==> config.mk <==
export PLATFORM = sky130hd
export DESIGN_NAME = mrda_cdiv
export DESIGN_NICKNAME = d
export VERILOG_FILES = /design/src/rtl/core/mrda_cdiv.sv
export SDC_FILE = /design/constraint.sdc
export NUM_CORES = 1
export LEC_CHECK = 0
export BUFFER_PORTS_ARGS = -buffer_cell sky130_fd_sc_hd__buf_2
export CAP_MARGIN = 20
export CORE_MARGIN = 5
export CORE_UTILIZATION = 35
export CTS_BUF_LIST = sky130_fd_sc_hd__clkbuf_16
export DETAILED_ROUTE_END_ITERATION = 16
export SYNTH_ARGS = -nofsm -noshare
export SYNTH_HDL_FRONTEND = slang
export SYNTH_SLANG_ARGS = --single-unit
export TNS_END_PERCENT = 10
==> constraint.sdc <==
create_clock -name clk -period 5.4 [get_ports clk]
set_input_delay 0.81 -clock clk [delete_from_list [all_inputs] [get_ports clk]]
set_output_delay 0.81 -clock clk [all_outputs]
set_load 0.1 [all_outputs]
==> src/rtl/core/mrda_cdiv.sv <==
// Three-stage divider by a constant: reciprocal multiply, back-multiply, one correction.
module mrda_cdiv #(
    parameter int WIDTH_X = 16,
    parameter int DIVISOR = 10,
    parameter int QW      = 8,
    parameter int RW      = 4
) (
    input  logic               clk,
    input  logic [2:0]         en,
    input  logic [WIDTH_X-1:0] x,
    output logic [QW-1:0]      q,
    output logic [RW-1:0]      r
);
    localparam longint unsigned MULT = (64'd1 << WIDTH_X) / DIVISOR;
    localparam int MW = $clog2(MULT + 1);
    localparam int PW = WIDTH_X + MW;
    localparam logic [MW-1:0]      MULT_V = MW'(MULT);
    localparam logic [WIDTH_X-1:0] DIV_V  = WIDTH_X'(DIVISOR);

    logic [PW-1:0]      prod;
    logic [WIDTH_X-1:0] x1_reg;
    logic [WIDTH_X-1:0] x2_reg;
    logic [WIDTH_X-1:0] p2_reg;
    logic [WIDTH_X-1:0] rem;
    logic [QW-1:0]      q1_reg;
    logic [QW-1:0]      q2_reg;
    logic [QW-1:0]      q3_reg;
    logic [RW-1:0]      r3_reg;

    // Estimate is exact or one short since x stays below 2**WIDTH_X
    assign prod = PW'(x) * PW'(MULT_V);
    assign rem  = x2_reg - p2_reg;

    always_ff @(posedge clk)
    begin
        if (en[0])
        begin
            x1_reg <= x;
            q1_reg <= QW'(prod >> WIDTH_X);
        end
        if (en[1])
        begin
            x2_reg <= x1_reg;
            q2_reg <= q1_reg;
            p2_reg <= WIDTH_X'(q1_reg) * DIV_V;
        end
        if (en[2])
        begin
            if (rem >= DIV_V)
            begin
                q3_reg <= q2_reg + QW'(1);
                r3_reg <= RW'(rem - DIV_V);
            end
            else
            begin
                q3_reg <= q2_reg;
                r3_reg <= RW'(rem);
            end
        end
    end

    assign q = q3_reg;
    assign r = r3_reg;
endmodule

# Word level (Yosys, flattened, before mapping)
# Index checks and enable logic that the tools add are counted.
# word_totals
ff_bits,71
elab_cells,15
# op_classes
multipliers,2
n_mux,2
n_addsub,3
order_cmp,1
# ops
operator,count
"multiplier 16 x 13 -> 24 bit, second input constant",1
"greater-or-equal comparator 16 x 4 -> 1 bit, second input constant",1
subtractor 16 x 12 -> 16 bit,1
"multiplier 8 x 3 -> 11 bit, second input constant",1
"adder 8 x 1 -> 8 bit, second input constant",1
2-to-1 mux 8 bit,1
2-to-1 mux 4 bit,1
"subtractor 4 bit, second input constant",1

# Longest topological paths before layout
# logic_depth
word_depth,3
mapped_depth,18
mapped_depth_nobuf,18

# Least setup slack after synthesis
# OpenSTA, ideal clock, no wires.
# synth_timing
path_kind,input to register
startpoint,in x[8]
endpoint,"reg q1_reg[6], data pin"
path_stages,17
required_ns,5.142
arrival_ns,4.786
path_buffers,0
setup_slack_ns,0.356
setup_time_ns,0.258
cell_sequence,ha_1 -> inv_1 -> fa_1 -> inv_1 -> fa_1 -> fa_1 -> inv_1 -> fa_1 -> inv_1 -> ha_1 -> a21o_1 -> a21oi_1 -> nor3b_1 -> a211oi_1 -> o21a_1 -> nor2_1 -> xnor2_1
# synth_via
elab_chain_len,1
# synth_lines
element,line_no,rtl
start: declaration,10,"input logic [WIDTH_X-1:0] x,"
multiplier 16 x 13 -> 24 bit,31,assign prod = PW'(x) * PW'(MULT_V);
via prod[22],20,logic [PW-1:0] prod;
end signal: assignment,39,q1_reg <= QW'(prod >> WIDTH_X);
end: declaration,25,logic [QW-1:0] q1_reg;
# The timed path passes the listed nets, and every way through them passes these cells.
# A chain may end at the register's enable or synchronous reset.

# Worst setup path after layout
# layout_timing
startpoint,in x[1]
endpoint,"reg q1_reg[6], data pin"
# Same word-level chain as after synthesis.

==> impl_results.md <==
* Outcome: finished clean
* Post-synthesis sequential area ratio at between 30% and 40%
* Reg2reg start: q2_reg[0]
* Cell Int Power at between 2 and 2.5 mW
* Main combinational cell family by area after synthesis: adder cells
* Layout cells sized above 1 at approximately 11%
* Initial antenna violation count at 0
* Kind of end point of the critical path: register
* Syn-to-layout area delta at 12.4%
* DR vias at between 3,000 and 4,000
* TritonCTS clock tree: built
* Post-Synthesis Net Count at roughly 710
* Tcrit/Tclk final at 93.7%
* Root buffer cell: clkbuf_16
* Mean Syn Cell Area at about 12 um2
* XOR/XNOR Fraction of Synth Area at under 10%
* Crit-path leading delay family: adder cells
* Hold WS at between 400 and 500 ps
* First-pass GRT wire length at 20.7 mm
* DR vias/cell at around 5
* DP Worst Slack at about 16 ps
* Synth Area in Simple Gates at roughly 6%
* Reg power frac at 24.0%
* Mapped Cells at between 500 and 600
* Synth Register Bits at 69
* Synth warn at 0
* Worst-skew pair later-pin latency at ~320 ps
* Worst Tran Pin Value at 741 ps
* Clock power share at between 15 and 20%
* Required time of the critical path at between 5000 and 6000 ps
* Nets at 758
* WL/cell at 15.0 um
* Clock skew at between 5 and 6 ps
* Core Rows at 48
* Die extent in x at 143 um
* Compound-Gate Fraction of Synth Area at 9.53%
* Minimum clock period at ~5000 ps
* ANT cells at 0
* Setup violators final at 0
* Fin util at 40.2%
* Hold Violations, Final at 0
* Initial DRC count at 200
* Final worst slack at between 300 and 400 ps
* Post-cts sizing count at 0
* CTS Hold Buffers Added at 0
* Total number of clock tree sinks at 69
* Max frequency at around 200 MHz
* Post-Route Setup TNS at 0 ps
* DR DRC count at 0
* Placed cells at 790
* Number of buffer and inverter stages on the critical path at 3
* Net Sw Frac at a little over two fifths
* Synthesized-area fraction occupied by adder cells at about two fifths
* Max incr delay on CP at about 550 ps
* MaxCap Viol Count at 0
* Placed wire-length estimate at between 10 and 15 mm
* Ys async rst share at 0%
* Max rail drop VDD at roughly 0.42 mV
* Largest net degree at the start of global routing at 34
* EDFF count, synth at 69
* Netlist cell types at between 50 and 60
* Clock transition at the registers of the reported paths at about 50 ps
* Most common cell in the netlist: inv_1
* Post-route antenna net violation count at 0
* Biggest area consumer among synthesized cells: edfxtp_1
* Fin cells at around 810
* Clock buffer count from CTS at 9
* Crit path launch: x[1]
* Critical path cell sequence: buf_2 > ha_1 > xor2_1 > ha_1 > fa_1 > fa_1 > inv_1 > fa_1 > inv_1 > ha_1 > o21a_1 > o211ai_1 > o22ai_1 > nand3_1 > a211oi_1 > o21a_1 > nor2_1 > xnor2_1
* Post-CTS Setup Bufs at 0
* Comb power frac at 60.5%
* Global-route usage over all layers at 12.8%
* Port Buf Inserts at 31
* Hold WC Path Type: register to register
* Hold_sp: x1_reg[7]
* Crit path arrival time at about 5100 ps
* Max clock buf depth at 2
* Largest cells by area after synthesis: edfxtp_1, ha_1, fa_1
* Pwr per Cell Area at between 500 and 600 nW/um2
* Startpoint types: input port
* Initial Util at 35.8%
* WL final at between 10 and 15 mm
* Commonest cells post-synth: inv_1, ha_1, edfxtp_1, fa_1, xnor2_1
* Slowest cell on crit path: fa_1
* First-pass detailed-route iteration total at 4
* H-tree levels at 3
* Unrepaired setup endpoints after global routing: false
* Static Leak at roughly 3.3 nW
* Slew HR at ~51%
* Count of pins over their slew limit at 0
* NetSw at around 1.6 mW
* Vias in the first global route at ~4,200
* Worst-path fanout max at 7
* Fill count at roughly 1,700
* Post-synth top flop: edfxtp_1
* Kind of critical path: input port to register
* Cell Area, Synth at just over 6000 um2
* Die height at about 140 um
* Post-synth top area share at about 33%
* RePlAce Congestion at just over 0.9
* Total grt overflow at 0
* Multiplexer share of the synthesized area at 0%
* IO Pins at 32
* DIE AREA at between 20,000 and 25,000 um2
* Core Area at approximately 17,000 um2
[area by class of cell]
class | count | area, um2 | share of cell area [%]
clock buffers | 9 | 225 | 3.21
clock inverters | 7 | 90.1 | 1.29
inverters | 120 | 450 | 6.43
multi-input cells | 340 | 3690 | 52.7
flip-flops and latches | 69 | 2070 | 29.6
well taps | 225 | 282 | 4.02
repair buffers | 36 | 193 | 2.75
[per-stage QoR]
stage / power (mW) / cell area, um2
6_report: 3.88 / 7010
3_5_place_dp: 3.31 / 6690
4_1_cts: 3.94 / 7010
2_1_floorplan: 2.74 / 6230
3_3_place_gp: 3.24 / 6690
5_1_grt: 4.28 / 7010
[logic make-up (layout without fill, tap and decap cells)]
kind of cell / Yosys count / count (layout)
adder cells (fa/ha/maj): 162 / 162
AND/OR/NAND/NOR: 64 / 64
XOR/XNOR: 32 / 32
AO/OA/AOI/OAI: 82 / 82
flip-flops: 69 / 69
buffers and inverters: 123 / 172
[routing by layer]
metal,routed length (um),vias up,global-route usage (%)
met5,0,-,0
met4,240,0,4.71
met3,404,15,1.83
met2,6030,81,21.7
met1,5430,1913,16.8
li1,-,1925,-
[worst reg2reg max path: cells and delay by family, from the launching register on]
kind	cells	cell delay [ps]
xor gates and xnor gates	1	160
adders and majority gates	2	660
DFF	1	460
AOI/OAI and AO/OA	5	1610
buffers and inverters	1	50
and+or+nand+nor	2	300
[power groups by stage]
stage / combinational (mW) / clock, mW / sequential [mW]
6_report: 2.35 / 0.603 / 0.931
5_1_grt: 2.68 / 0.652 / 0.950
4_1_cts: 2.38 / 0.620 / 0.935
3_5_place_dp: 2.36 / 0 / 0.945
3_3_place_gp: 2.30 / 0 / 0.941
2_1_floorplan: 1.66 / 0 / 1.09
[worst paths after layout]
check                           slack (ps)  cells past startpoint        end
worst max-delay path                   340                     18  q1_reg[6]
worst min-delay path                   420                      0  x2_reg[7]
worst max register to register        1900                     11       q[4]
worst min register to register         420                      0  x2_reg[7]
[layout by cell type, fill, tap and decap left out, drive strengths merged, types with 3 or more instances in the layout]
master,synthesis,final
xnor2,26,26
o211a,4,4
edfxtp,69,69
o21a,6,6
clkbuf,2,9
fa,55,55
buf,1,36
ha,107,107
clkinv,0,4
nand4,5,5
nand3,4,4
nor2b,3,3
a211oi,4,4
and3,4,4
a21oi,22,22
xor2,6,6
nor3,4,4
inv,120,120
nand2,14,14
nor2,13,13
a21o,13,13
o21ai,12,12
(Power assumes the default switching activity.)
